$ cat src/smss_pkg.sv
`timescale 1ns / 1ps
// ----------------------------------------------------------------------------
// smss_pkg
// shared types, sizes and helpers for the sorted matrix staircase search
// ----------------------------------------------------------------------------
package smss_pkg;

    // store geometry
    localparam int MAX_ROWS   = 16;
    localparam int MAX_COLS   = 16;
    localparam int DATA_WIDTH = 32;

    // fixed field widths
    localparam int VAL_W   = 32;
    localparam int IDX_W   = 4;
    localparam int MOVE_W  = 6;
    localparam int CFG_W   = 5;
    localparam int CFG_IDX_W = 2;

    localparam int ROW_W  = (MAX_ROWS > 1) ? $clog2(MAX_ROWS) : 1;
    localparam int COL_W  = (MAX_COLS > 1) ? $clog2(MAX_COLS) : 1;
    localparam int ADDR_W = ROW_W + COL_W;
    localparam int MEM_DEPTH = 2 ** ADDR_W;
    localparam int RCNT_W = $clog2(MAX_ROWS + 1);
    localparam int CCNT_W = $clog2(MAX_COLS + 1);
    localparam int CMP_W  = (DATA_WIDTH > VAL_W) ? DATA_WIDTH : VAL_W;

    localparam logic [MOVE_W-1:0] MOVE_MAX = {MOVE_W{1'b1}};

    // function codes
    localparam logic FUNC_LOAD   = 1'b0;
    localparam logic FUNC_SEARCH = 1'b1;

    // configuration register indexes
    localparam logic [CFG_IDX_W-1:0] CFG_ROWS_USED = 2'd0;
    localparam logic [CFG_IDX_W-1:0] CFG_COLS_USED = 2'd1;

    typedef logic [DATA_WIDTH-1:0] elem_t;
    typedef logic [ADDR_W-1:0]     addr_t;
    typedef logic [RCNT_W-1:0]     rcnt_t;
    typedef logic [CCNT_W-1:0]     ccnt_t;

    typedef struct packed {
        logic                     func;
        logic [IDX_W-1:0]         row_index;
        logic [IDX_W-1:0]         col_index;
        logic signed [VAL_W-1:0]  elem_value;
        logic signed [VAL_W-1:0]  target_value;
    } in_item_t;

    typedef struct packed {
        logic              found;
        logic [MOVE_W-1:0] move_count;
    } out_item_t;

    // one access to the matrix memory
    typedef struct packed {
        logic  wr_en;
        logic  rd_en;
        addr_t addr;
        elem_t wdata;
    } mem_req_t;

    // keep the low bits of a signed value, sign extending if the store is wider
    function automatic elem_t to_elem(input logic signed [VAL_W-1:0] v);
        logic signed [CMP_W-1:0] ext;
        begin
            ext = CMP_W'(v);
            return ext[DATA_WIDTH-1:0];
        end
    endfunction

    // address of row r, column c-1 (c points one past the current column)
    function automatic addr_t walk_addr(input rcnt_t r, input ccnt_t c);
        ccnt_t cm1;
        begin
            cm1 = c - 1'b1;
            return {r[ROW_W-1:0], cm1[COL_W-1:0]};
        end
    endfunction

endpackage

$ cat src/smss_walker.sv
`timescale 1ns / 1ps
// ----------------------------------------------------------------------------
// smss_walker
// item decode, load writes and the staircase walk over the matrix memory
// ----------------------------------------------------------------------------
module smss_walker (
    input  logic                aclk,
    input  logic                aresetn,
    input  logic                item_valid,
    output logic                item_ready,
    input  smss_pkg::in_item_t  item,
    input  smss_pkg::rcnt_t     nrows,
    input  smss_pkg::ccnt_t     ncols,
    output smss_pkg::mem_req_t  mem_req,
    input  smss_pkg::elem_t     mem_rd_data,
    output logic                res_valid,
    input  logic                res_ready,
    output smss_pkg::out_item_t res
);
    import smss_pkg::*;

    typedef enum logic [2:0] {
        ST_IDLE = 3'b001,
        ST_CMP  = 3'b010,
        ST_DONE = 3'b100
    } state_t;

    state_t                  state_reg, state_next;
    rcnt_t                   r_reg, r_next;
    ccnt_t                   c_reg, c_next;
    logic [MOVE_W-1:0]       moves_reg, moves_next;
    logic                    found_reg, found_next;
    logic signed [VAL_W-1:0] target_reg, target_next;

    logic                    accept;
    logic                    load_in_range;
    logic                    start_in_range;
    logic                    step_in_range;
    logic signed [CMP_W-1:0] elem_ext;
    logic signed [CMP_W-1:0] tgt_ext;
    rcnt_t                   r_step;
    ccnt_t                   c_step;

    assign item_ready = (state_reg == ST_IDLE);
    assign accept     = item_valid && item_ready;

    assign load_in_range = (32'(item.row_index) < MAX_ROWS) &&
                           (32'(item.col_index) < MAX_COLS);
    assign start_in_range = (nrows != '0) && (ncols != '0);

    assign elem_ext = CMP_W'($signed(mem_rd_data));
    assign tgt_ext  = CMP_W'(target_reg);

    // down when the element is below the target, left otherwise
    assign r_step = (elem_ext < tgt_ext) ? r_reg + 1'b1 : r_reg;
    assign c_step = (elem_ext < tgt_ext) ? c_reg : c_reg - 1'b1;
    assign step_in_range = (r_step < nrows) && (c_step != '0);

    always_comb begin
        state_next  = state_reg;
        r_next      = r_reg;
        c_next      = c_reg;
        moves_next  = moves_reg;
        found_next  = found_reg;
        target_next = target_reg;
        mem_req     = '0;

        case (state_reg)
            ST_IDLE: begin
                if (accept) begin
                    if (item.func == FUNC_LOAD) begin
                        mem_req.wr_en = load_in_range;
                        mem_req.addr  = {ROW_W'(item.row_index), COL_W'(item.col_index)};
                        mem_req.wdata = to_elem(item.elem_value);
                    end else begin
                        target_next = item.target_value;
                        r_next      = '0;
                        c_next      = ncols;
                        moves_next  = '0;
                        found_next  = 1'b0;
                        if (start_in_range) begin
                            mem_req.rd_en = 1'b1;
                            mem_req.addr  = walk_addr('0, ncols);
                            state_next    = ST_CMP;
                        end else begin
                            state_next = ST_DONE;
                        end
                    end
                end
            end
            ST_CMP: begin
                if (elem_ext == tgt_ext) begin
                    found_next = 1'b1;
                    state_next = ST_DONE;
                end else begin
                    r_next = r_step;
                    c_next = c_step;
                    if (moves_reg != MOVE_MAX) begin
                        moves_next = moves_reg + 1'b1;
                    end
                    if (step_in_range) begin
                        // read of the next position overlaps this compare
                        mem_req.rd_en = 1'b1;
                        mem_req.addr  = walk_addr(r_step, c_step);
                    end else begin
                        state_next = ST_DONE;
                    end
                end
            end
            ST_DONE: begin
                if (res_ready) begin
                    state_next = ST_IDLE;
                end
            end
            default: begin
                state_next = ST_IDLE;
            end
        endcase
    end

    always_ff @(posedge aclk) begin
        if (!aresetn) begin
            state_reg <= ST_IDLE;
        end else begin
            state_reg <= state_next;
        end
        r_reg      <= r_next;
        c_reg      <= c_next;
        moves_reg  <= moves_next;
        found_reg  <= found_next;
        target_reg <= target_next;
    end

    assign res_valid      = (state_reg == ST_DONE);
    assign res.found      = found_reg;
    assign res.move_count = moves_reg;

endmodule

$ cat config.mk
export PLATFORM = sky130hd
export DESIGN_NAME = smss_walker
export DESIGN_NICKNAME = d
export VERILOG_FILES = /design/src/smss_pkg.sv /design/src/smss_walker.sv
export SDC_FILE = /design/constraint.sdc
export NUM_CORES = 1
export LEC_CHECK = 0
export BUFFER_PORTS_ARGS = -buffer_cell sky130_fd_sc_hd__buf_2
export CAP_MARGIN = 20
export CELL_PAD_IN_SITES_DETAIL_PLACEMENT = 1
export CELL_PAD_IN_SITES_GLOBAL_PLACEMENT = 2
export CORE_AREA = 2 2 117 119
export CTS_CLUSTER_DIAMETER = 100
export DETAILED_ROUTE_END_ITERATION = 6
export DIE_AREA = 0 0 119 121
export PLACE_DENSITY_LB_ADDON = 0.1
export SYNTH_ARGS = -nofsm -noshare
export SYNTH_HDL_FRONTEND = slang
export SYNTH_SLANG_ARGS = --single-unit
$ cat constraint.sdc
create_clock -name aclk -period 5.06 [get_ports aclk]
set_clock_uncertainty 0.15 [all_clocks]
set_input_delay 0.253 -clock aclk [delete_from_list [all_inputs] [get_ports aclk]]
set_output_delay 0.253 -clock aclk [all_outputs]
set_load 0.005 [all_outputs]
After elaboration in Yosys (flattened, before gate mapping):

Index checks and enable logic that the tools add are counted.

* ROM bits: 0
* RAM bits: 0
* register bits: 52
* input port bits: 119
* latch bits: 0
* memories: 0

* muxes and demuxes: 37
* divide/modulo/power cells: 0
* shifts and indexed selects: 0
* bitwise gates (word level): 0
* multiply operators: 0
* order comparisons: 2
* reduce and logical (&&, ||, !) cells: 12
* add/sub/neg operators: 5
* eq/ne operators: 12

Operator list (number)
* 32-bit two-way mux: 2
* 42-bit two-way mux: 1
* 5-bit two-way mux: 8
* 32-bit equality test: 1
* 32-bit < comparator: 1
* 9-bit two-way mux: 3
* 6-bit two-way mux: 4
* 5-bit one-hot mux with 2 select lines: 2
* 3-bit two-way mux: 6
* 9-bit one-hot mux with 2 select lines: 1
* 5-bit nonzero test: 3
* 6-bit one-hot mux with 2 select lines: 1
* 4-bit AND reduction: 3
* 3-bit one-hot mux with 3 select lines: 1
* 8-bit two-way mux: 1
* 4-bit by 1-bit subtractor with 4-bit output (second input constant): 2
* 6-bit by 1-bit adder with 6-bit output (second input constant): 1
* 1-bit two-way mux: 6
* 2-bit by 1-bit != test with 1-bit output (second input constant): 3
* 2-bit != test (second input constant): 3
* 6-bit != test (second input constant): 1
* 5-bit by 1-bit adder with 5-bit output (second input constant): 1
* 5-bit < comparator: 1
* 5-bit AND reduction: 1
* 9 further kinds: 11

Depth between registers and ports, before layout:

Gate-level depths: netlist (run 1).

* depth after elaboration: 7
* mapped depth: 19
* depth with buffers taken out: 17

Least setup slack after synthesis (run 1):

Ideal clock, no wire load.

* path type: reg2out
* start point: reg target_reg[14]
* end point: out mem_req[36] (netlist name)
* stages on the path, launching flop included: 20
* arrival: 3618 ps
* path slack: 1039 ps
* cell sequence: edfxtp_1 -> inv_1 -> ha_1 -> nand4_1 -> nor4_2 -> a21bo_1 -> a31o_1 -> a41oi_2 -> buf_2 -> nor2b_1 -> nand3_1 -> xor2_1 -> inv_1 -> ha_1 -> a21o_1 -> nand2_1 -> nand4_1 -> a311o_1 -> buf_6 -> o21ai_0

RTL lines
* start, declared: RTL line smss_walker.sv:33 `logic signed [VAL_W-1:0] target_reg, target_next;`
* start signal, assigned: RTL line smss_walker.sv:131 `target_reg <= target_next;`
* end, declared: RTL line smss_walker.sv:14 `output smss_pkg::mem_req_t mem_req,`

==> results of run 1 <==
## area by class of cell
class                      instances  area [um2]
inverter                          47         176
clock inverter                     1        5.00
sequential                        52        1530
clock buffer                       7         133
multi-input combinational        240        1760
tap                              176         220
timing repair buffer             204        1190
fill                            1541        8070
## final timing paths
path / to / slack, ns / cells after the start
max: mem_req[35] / 0.43 / 18
min reg2reg: state_reg[2] / 0.47 / 3
min: state_reg[0] / 0.05 / 2
max reg2reg: state_reg[2] / 1.02 / 17
## synth_stat cells, types with 4 or more instances
master,count,share of area
nor2_1,16,0.017
clkbuf_1,9,0.0097
o21ai_0,14,0.020
nor3b_1,4,0.0086
xnor2_1,10,0.025
nand2_1,33,0.035
inv_1,47,0.050
and2_1,34,0.061
nand4_1,8,0.014
nor2b_1,4,0.0072
a21oi_1,14,0.020
nand3_1,10,0.014
nor3_1,5,0.0072
xor2_1,8,0.020
edfxtp_1,49,0.42
ha_1,42,0.15
## metrics by stage
stage	setup slack [ns]	power, W	cells	cell area [um2]	utilization
2_1_floorplan	1.04	0.00125	351	3500	-
3_3_place_gp	0.632	0.00156	687	4540	0.347
3_5_place_dp	0.621	0.00157	687	4540	0.347
4_1_cts	0.267	0.00195	727	5000	0.382
5_1_grt	0.0395	0.00209	727	5010	0.383
6_report	0.431	0.00191	727	5010	0.383
## power breakdown
group | internal [W] | switching (W) | total (W) | leakage [nW]
Combinational | 0.000364 | 0.000472 | 0.000835 | 1.90
Clock | 0.000183 | 0.000150 | 0.000334 | 0.0679
Sequential | 0.000642 | 0.0000968 | 0.000739 | 0.486
Total | 0.00119 | 0.000719 | 0.00191 | 2.45
## timing repair
| action | 4_1_cts | 5_1_grt |
|---|---|---|
| hold buffers | 32 | 0 |
| endpoints found under the hold margin | 32 | 0 |
| gates resized for setup | 0 | 2 |
| setup endpoints to repair | 0 | 6 |
## worst register-to-register path: cells and delay by family (launching register included)
family	cells	cell delay, ns
AOI/OAI and AO/OA	5	1.38
buffers and inverters	2	0.11
and+or+nand+nor	7	1.14
DFF	1	0.32
adders and majority gates	2	0.61
xor gates and xnor gates	1	0.23
## kinds of logic after synthesis
family	count (synthesis)
buffers and inverters	59
DFF	52
and+or+nand+nor	129
AOI/OAI and AO/OA	49
muxes	2
xor gates and xnor gates	18
adders and majority gates	42
## layer usage
layer / vias up / wire, um / track usage
met5: - / 0 / 0
met4: 0 / 123 / 0.0387
met3: 9 / 587 / 0.0329
met2: 98 / 4750 / 0.253
met1: 1460 / 4310 / 0.164
li1: 1609 / - / -
==> results.md, run 1 <==
* Max incr delay on CP at ~0.5 ns
* Remaining DRCs at 0
* Vias per Instance at ~4.4
* Largest net degree at the start of global routing at 33
* Setup CP Type: flop to primary output
* Critical Path End Type: primary output
* Commonest non-fill, non-tap cell in the layout: buf_2
* Mux cell area share after synthesis at 0.00572
* Initial antenna violation count at 0
* WP data required at between 4 and 5 ns
* Crit path launch: target_reg[14]
* Share of cells above drive strength 1 at 0.347
* Outcome: finished, final reports clean
* CP Max Fanout at 11
* Drt first pass iters at 4
* Simple-gate share of the synthesized area at 0.197
* Min-delay src: aresetn
* I/O Buffers at 169
* Max cap viols at 0
* Post-DRT Antenna Nets at 0
* Fin crit share at 0.915
* Leakage at ~2.5 nW
* Minimum clock period at approximately 4.6 ns
* Number of flip-flops in the largest register at 32
* First-pass GRT wire length at between 15,000 and 20,000 um
* Vias in the first global route at between 3,000 and 4,000
* Largest family of logic cells by synthesized area: simple AND/OR/NAND/NOR gates
* Reg clk slew, reported paths at around 0.070 ns
* Gpl congestion at approximately 0.78
* Slew headroom at 0.551
* Synth Register Bits at 52
* Final Setup Violations at 0
* Routed wire length at about 9800 um
* CTS tree: done
* Avg Cell Area, Syn at 9.96 um2
* H-Tree Depth at 2
* Hold Path Class: input port to flop
* Worst-case clock buffer depth at 2
* Primary FF master, synth: edfxtp_1
* DP HPWL at slightly below 8000 um
* Area Overhead vs Synth at 43.4%
* IO Pins at 170
* Number of enable flip-flop cells after synthesis at 49
* RSZ-0062 raised after global routing: no
* Post-CTS setup buffers at 0
* Critical path's slowest cell: a311o_1
* Peak VDD IR at roughly 130 uV
* Initial DRC count at roughly 140
* Worst Max-Slew Pin Slew at 0.671 ns
* Post-synth cell types at 45
* Crit path DAT at about 4.2 ns
* Commonest non-fill, non-tap cells in the layout: buf_2, edfxtp_1, inv_1, ha_1, and2_1
* Antenna cells at 0
* Sequential fraction of the synthesis area at 0.438
* Worst path bufs/invs at 3
* TNS Setup at 0 ns
* Mean routed wirelength per cell at ~13 um
* Chip height at ~120 um
* Power density cells at between 300 and 400 mW/mm2
* Syn Inst Count at around 350
* Hold Slack at 0.0489 ns
* Startpoint Class: flop
* Reg2reg start: target_reg[14]
* Die area at between 0.01 and 0.015 mm2
* Via count at about 3,200
* Gr ovfl total at 0
* Ys async rst share at 0
* Post-Synth XOR/XNOR Area at 0.0451
* Compound-cell area share of the yosys netlist at 0.0970
* Synthesis Warnings at 0
* Net count, final at 711
* CP cell instances: inv_1 -> ha_1 -> nand4_1 -> nor4_2 -> a21bo_1 -> a31o_1 -> a41oi_2 -> nor2b_1 -> nand3_1 -> xor2_2 -> inv_1 -> ha_1 -> a21o_1 -> nand2_1 -> nand4_1 -> a311o_1 -> o221ai_2 -> buf_2
* Net Count, Synth at approximately 510
* Die extent in x at between 100 and 150 um
* Fmax at around 220 MHz
* Sink Count at 52
* Mapped Area at around 0.0035 mm2
* Max-slew violations at 0
* # rows at 42
* Final Hold Vio Count at 0
* Clk_lat worst skew at a little under 0.3 ns
* Gr usage total at 0.139
* Cell class contributing the biggest share of worst-path delay: compound AO/OA/AOI/OAI gates
* Num CTS Buffers at 5
* Clk root buf: clkbuf_16
* Core area at approximately 0.013 mm2
* Starting Density at 0.267
* Post-synthesis adder-cell area fraction at 0.150
Note: power is estimated with default switching activity, not from simulation.
==> run 2: changes to the inputs <==
REMOVE_ABC_BUFFERS = 1   (was not set)
==> results.md, run 2 (synthesized netlist as in run 1, its figures left out) <==
* Critical path's slowest cell: a311o_2
* Fin crit share at 0.909
* Initial antenna violation count at 0
* DP HPWL at 8220 um
* Chip height at 121 um
* Commonest non-fill, non-tap cells in the layout: buf_2, edfxtp_1, inv_1, ha_1, and2_1
* Dpl cell area at between 0.004 and 0.005 mm2
* Antenna cells at 0
* Clk_lat worst skew at approximately 0.3 ns
* R2R Setup Slk at roughly 1.1 ns
* CP Max Fanout at 11
* Outcome: finished, final reports clean
* RSZ-0062 raised after global routing: no
* # rows at 42
* Post-DRT Antenna Nets at 0
* Fmax at around 220 MHz
* Minimum clock period at roughly 4.6 ns
* Combinational share of power at 0.435
* RR Endpoint: state_reg[2]
* Die extent in x at about 120 um
* Drt first pass iters at 4
* IO Pins at between 150 and 200
* I/O Buffers at between 150 and 200
* Fill cells at about 1,600
* Startpoint Class: flop
* Reg clk slew, reported paths at about 0.070 ns
* Max-slew violations at 0
* Gpl congestion at approximately 0.77
* Worst-case clock buffer depth at 2
* Largest net degree at the start of global routing at 33
* Mean routed wirelength per cell at between 10 and 15 um
* First-pass GRT wire length at 16,600 um
* Routed wire length at around 10,000 um
* Final Setup Violations at 0
* Hold Path Class: input port to flop
* Crit path DAT at about 4.2 ns
* Setup CP Type: flop to primary output
* Gr usage total at 0.147
* Die area at ~0.014 mm2
* Starting Density at 0.267
* Slew headroom at 0.635
* H-Tree Depth at 2
* Remaining DRCs at 0
* WP data required at ~4.7 ns
* Net Sw Power at ~0.00073 W
* Reg2reg start: target_reg[14]
* Max incr delay on CP at between 0.4 and 0.5 ns
* Vias per Instance at roughly 4.4
* Max cap viols at 0
* CP cell instances: inv_1 -> ha_1 -> nand4_1 -> nor4_2 -> a21bo_1 -> a31o_1 -> a41oi_2 -> nor2b_1 -> nand3_1 -> xor2_1 -> inv_1 -> ha_1 -> a21o_1 -> nand2_1 -> nand4_1 -> a311o_2 -> o21ai_0 -> buf_2
* Power density cells at about 380 mW/mm2
* Number of flip-flops in the largest register at 32
* TNS Setup at 0 ns
* Seq pwr share at 0.381
* CTS tree: done
* Clock group share of total power at 0.184
* Sw Ratio at 0.380
* Net count, final at 712
* Area Overhead vs Synth at 43.5%
* Leakage at around 2.5 nW
* Crit path launch: target_reg[14]
* Peak VDD IR at between 150 and 200 uV
* CP Capture Point: mem_req[38]
* Final Hold Vio Count at 0
* Num CTS Buffers at 5
* Cell-internal power at approximately 0.0012 W
* PnR Total Power at 0.00192 W
* Core area at between 0.01 and 0.015 mm2
* Commonest non-fill, non-tap cell in the layout: buf_2
* Sink Count at 52
* Clk root buf: clkbuf_16
* Via count at ~3,200
* Worst Max-Slew Pin Slew at 0.548 ns
* Initial DRC count at 102
* Critical Path End Type: primary output
* Vias in the first global route at roughly 3,400
* Share of cells above drive strength 1 at 0.350
* Cell count of the worst reg-to-reg path at 17
* Gr ovfl total at 0
* Finished Cell Area at roughly 0.005 mm2
==> run 2: power by group through the flow <==
stage                     registers [W]  logic, W  clock network, W
after floorplan                0.000724  0.000515                 0
after global placement         0.000740  0.000819                 0
after detailed placement       0.000744  0.000829                 0
after CTS                      0.000734  0.000857          0.000369
after global routing           0.000752  0.000961          0.000387
final                          0.000732  0.000835          0.000353
==> run 2: cell type report <==
| class | count | area, um2 | area share |
|---|---|---|---|
| Sequential cell | 52 | 1530 | 0.305 |
| Tap cell | 176 | 220 | 0.0439 |
| Inverter | 47 | 176 | 0.0351 |
| Timing Repair Buffer | 205 | 1200 | 0.239 |
| Multi-Input combinational cell | 240 | 1750 | 0.348 |
| Clock inverter | 3 | 21.3 | 0.00424 |
| Clock buffer | 5 | 125 | 0.0249 |
==> run 2: metrics by stage <==
step	setup WS, ns	instances	hold slack [ns]	utilization
after floorplan	0.969	339	0.202	-
after global placement	0.639	687	0.280	0.347
after detailed placement	0.582	687	0.282	0.347
after CTS	0.237	727	0.0230	0.383
after global routing	0.0359	728	0.0341	0.384
final	0.459	728	0.0292	0.384
==> run 2: routing by layer <==
metal / GRT usage / wire [um]
met1: 0.164 / 4290
met2: 0.278 / 5440
met3: 0.0329 / 439
met4: 0.0409 / 135
met5: 0 / 0
==> run 2: worst min-delay path by stage <==
stage / startpoint / slack, ns / cells past startpoint / end
after floorplan: aresetn / 0.20 / 1 / state_reg[0]
after global placement: item[20] / 0.28 / 1 / target_reg[20]
after detailed placement: item[4] / 0.28 / 1 / target_reg[4]
after CTS: aresetn / 0.02 / 2 / state_reg[0]
after global routing: aresetn / 0.03 / 2 / state_reg[0]
final: aresetn / 0.03 / 2 / state_reg[0]
==> run 2: worst max-delay path, delay by kind of cell, from the launching register on <==
family / cells / cell delay, ns
adders and majority gates: 2 / 0.62
and+or+nand+nor: 6 / 0.88
buffers and inverters: 3 / 0.26
AOI/OAI and AO/OA: 6 / 1.56
DFF: 1 / 0.32
xor gates and xnor gates: 1 / 0.24
==> run 2: what timing repair did <==
item	CTS	global route
resized for setup	0	1
setup endpoints to repair	0	7
hold endpoints to repair	32	0
hold buffers	32	0
setup buffers	0	0
==> run 3: changes to the inputs <==
--- a/config.mk
+++ b/config.mk
@@ -17,2 +17,3 @@
 export REMOVE_ABC_BUFFERS = 1
+export SKIP_LAST_GASP = 1
 export SYNTH_ARGS = -nofsm -noshare
==> constraint.sdc (replaced) <==
create_clock -name aclk -period 5.06 [get_ports aclk]
set_clock_uncertainty 0.15 [all_clocks]
set_input_delay 1.518 -clock aclk [delete_from_list [all_inputs] [get_ports aclk]]
set_output_delay 1.518 -clock aclk [all_outputs]
set_load 0.005 [all_outputs]
==> results.md, run 3 (synthesized netlist as in run 1, its figures left out) <==
* Leakage at 2.47 nW
* Clock group share of total power at 0.167
* Power density cells at slightly above 400 mW/mm2
* Post-DRT Antenna Nets at 0
* PnR Total Power at 0.00208 W
* Drt first pass iters at 4
* Uppermost layer routed: met4
* IO Pins at 170
* Starting Density at 0.267
* RSZ-0062 raised after global routing: yes
* Seq pwr share at 0.354
* Setup CP Type: input port to primary output
* Clk_lat worst skew at 0.30 ns
* Net count, final at just over 700
* Vias in the first global route at around 3,400
* Sink Count at 52
* Slew headroom at 0.665
* Fmax at about 150 MHz
* Routed wire length at roughly 11,000 um
* Area Overhead vs Synth at 44.0%
* Routed length on met3 at around 430 um
* WP data required at roughly 3.4 ns
* H-Tree Depth at 2
* Max-slew violations at 0
* Setup ws final at -1.57 ns
* Minimum clock period at 6.63 ns
* Peak VDD IR at ~170 uV
* Commonest non-fill, non-tap cell in the layout: buf_2
* Gr ovfl total at 0
* DP HPWL at approximately 8600 um
* Failing checks: setup timing
* Clk root buf: clkbuf_16
* Commonest non-fill, non-tap cells in the layout: buf_2, edfxtp_1, inv_1, ha_1, and2_1
* Met2 routed WL at roughly 5400 um
* Sw Ratio at 0.379
* Cell-internal power at 0.00129 W
* Via count at ~3,200
* First-pass GRT wire length at ~17,000 um
* Core area at ~0.013 mm2
* Die extent in x at approximately 120 um
* Fill cells at about 1,500
* Initial DRC count at 94
* Largest net degree at the start of global routing at 42
* Combinational share of power at 0.479
* Pre-CTS setup slack at -1.80 ns
* Chip height at about 120 um
* Worst-case clock buffer depth at 2
* CTS tree: done
* Hold Path Class: flop to flop
* Met1 Routed Length at ~4600 um
* CP Max Fanout at 5
* Initial antenna violation count at 0
* Final Setup Violations at 9
* Num CTS Buffers at 5
* Final Hold Vio Count at 0
* Reg clk slew, reported paths at 0.07 ns
* Number of flip-flops in the largest register at 32
* I/O Buffers at 169
* Critical Path End Type: primary output
* Gpl congestion at roughly 0.8
* Die area at about 0.014 mm2
* Share of cells above drive strength 1 at 0.420
* Cts-stage hold buffer count at 0
* Worst Max-Slew Pin Slew at approximately 0.50 ns
* Hold Slack at ~0.49 ns
* Mean routed wirelength per cell at about 15 um
* Crit path DAT at between 4 and 5 ns
* Max cap viols at 0
* Antenna cells at 0
* Vias per Instance at roughly 4.4
* Remaining DRCs at 0
* Net Sw Power at about 0.00079 W
* Gr usage total at 0.150
* Outcome: finished with violations
* Fin crit share at 1.31
* # rows at between 40 and 50
* Startpoint Class: input port
[run 3: cell count changes in the layout (fill, tap and decap cells not counted), sizes merged]
cell / change
dlygate4sd3: -32
clkbuf: +1
buf: +27
inv: -1
[run 3: worst paths after layout]
path	start	end	slack, ns	cells after the start
worst max-delay path	mem_rd_data[10]	mem_req[33]	-1.57	19
worst min-delay path	state_reg[2]	state_reg[2]	0.49	3
worst max register to register	target_reg[10]	state_reg[2]	0.98	20
worst min register to register	state_reg[2]	state_reg[2]	0.49	3
[run 3: critical path: stages]
cell and delay [ns]:
buf_6 0.10, ha_4 0.25, nand4_1 0.17, nor4_2 0.38, a21bo_1 0.24, a31o_1 0.22
a41oi_2 0.25, nor2b_2 0.09, nand3_1 0.09, xor2_1 0.22, inv_1 0.10, ha_4 0.23
a21o_1 0.15, nand2_1 0.06, nand4_1 0.07, a311o_1 0.38, buf_6 0.16, o221ai_2 0.15
buf_2 0.14
[run 3: repair_timing]
item / in CTS / in global routing
setup endpoints to repair: 11 / 11
pin swaps: 16 / 9
setup buffers: 3 / 3
gates resized for setup: 18 / 8
gates cloned: 0 / 0
[run 3: layout make-up]
cell class	count	area, um2	area share
Tap cell	176	220	0.0437
Multi-Input combinational cell	240	1850	0.367
Clock inverter	2	11.3	0.00224
Timing Repair Buffer	200	1120	0.223
Inverter	47	176	0.0350
Sequential cell	52	1530	0.304
Clock buffer	6	129	0.0256
[run 3: power by group through the flow]
stage                     combinational, W  sequential, W  clock, W
after CTS                         0.000986       0.000734  0.000363
after global placement            0.000927       0.000741         0
after floorplan                   0.000515       0.000724         0
after global routing               0.00112       0.000754  0.000374
final                             0.000995       0.000735  0.000347
after detailed placement          0.000940       0.000744         0
[run 3: stage by stage]
step | area (um2) | instances | utilization | TNS [ns]
floorplan | 3440 | 339 | - | -15.67
global placement | 4710 | 709 | 0.360 | -14.66
detailed placement | 4710 | 709 | 0.360 | -16.44
CTS | 4980 | 720 | 0.380 | -14.12
global route | 5040 | 723 | 0.385 | -15.95
finish | 5040 | 723 | 0.385 | -13.89
[run 3: layer usage]
metal  track usage  vias up
met3        0.0334        9
met5             0        -
met1         0.174     1466
li1              -     1610
met4        0.0424        0
met2         0.276       75
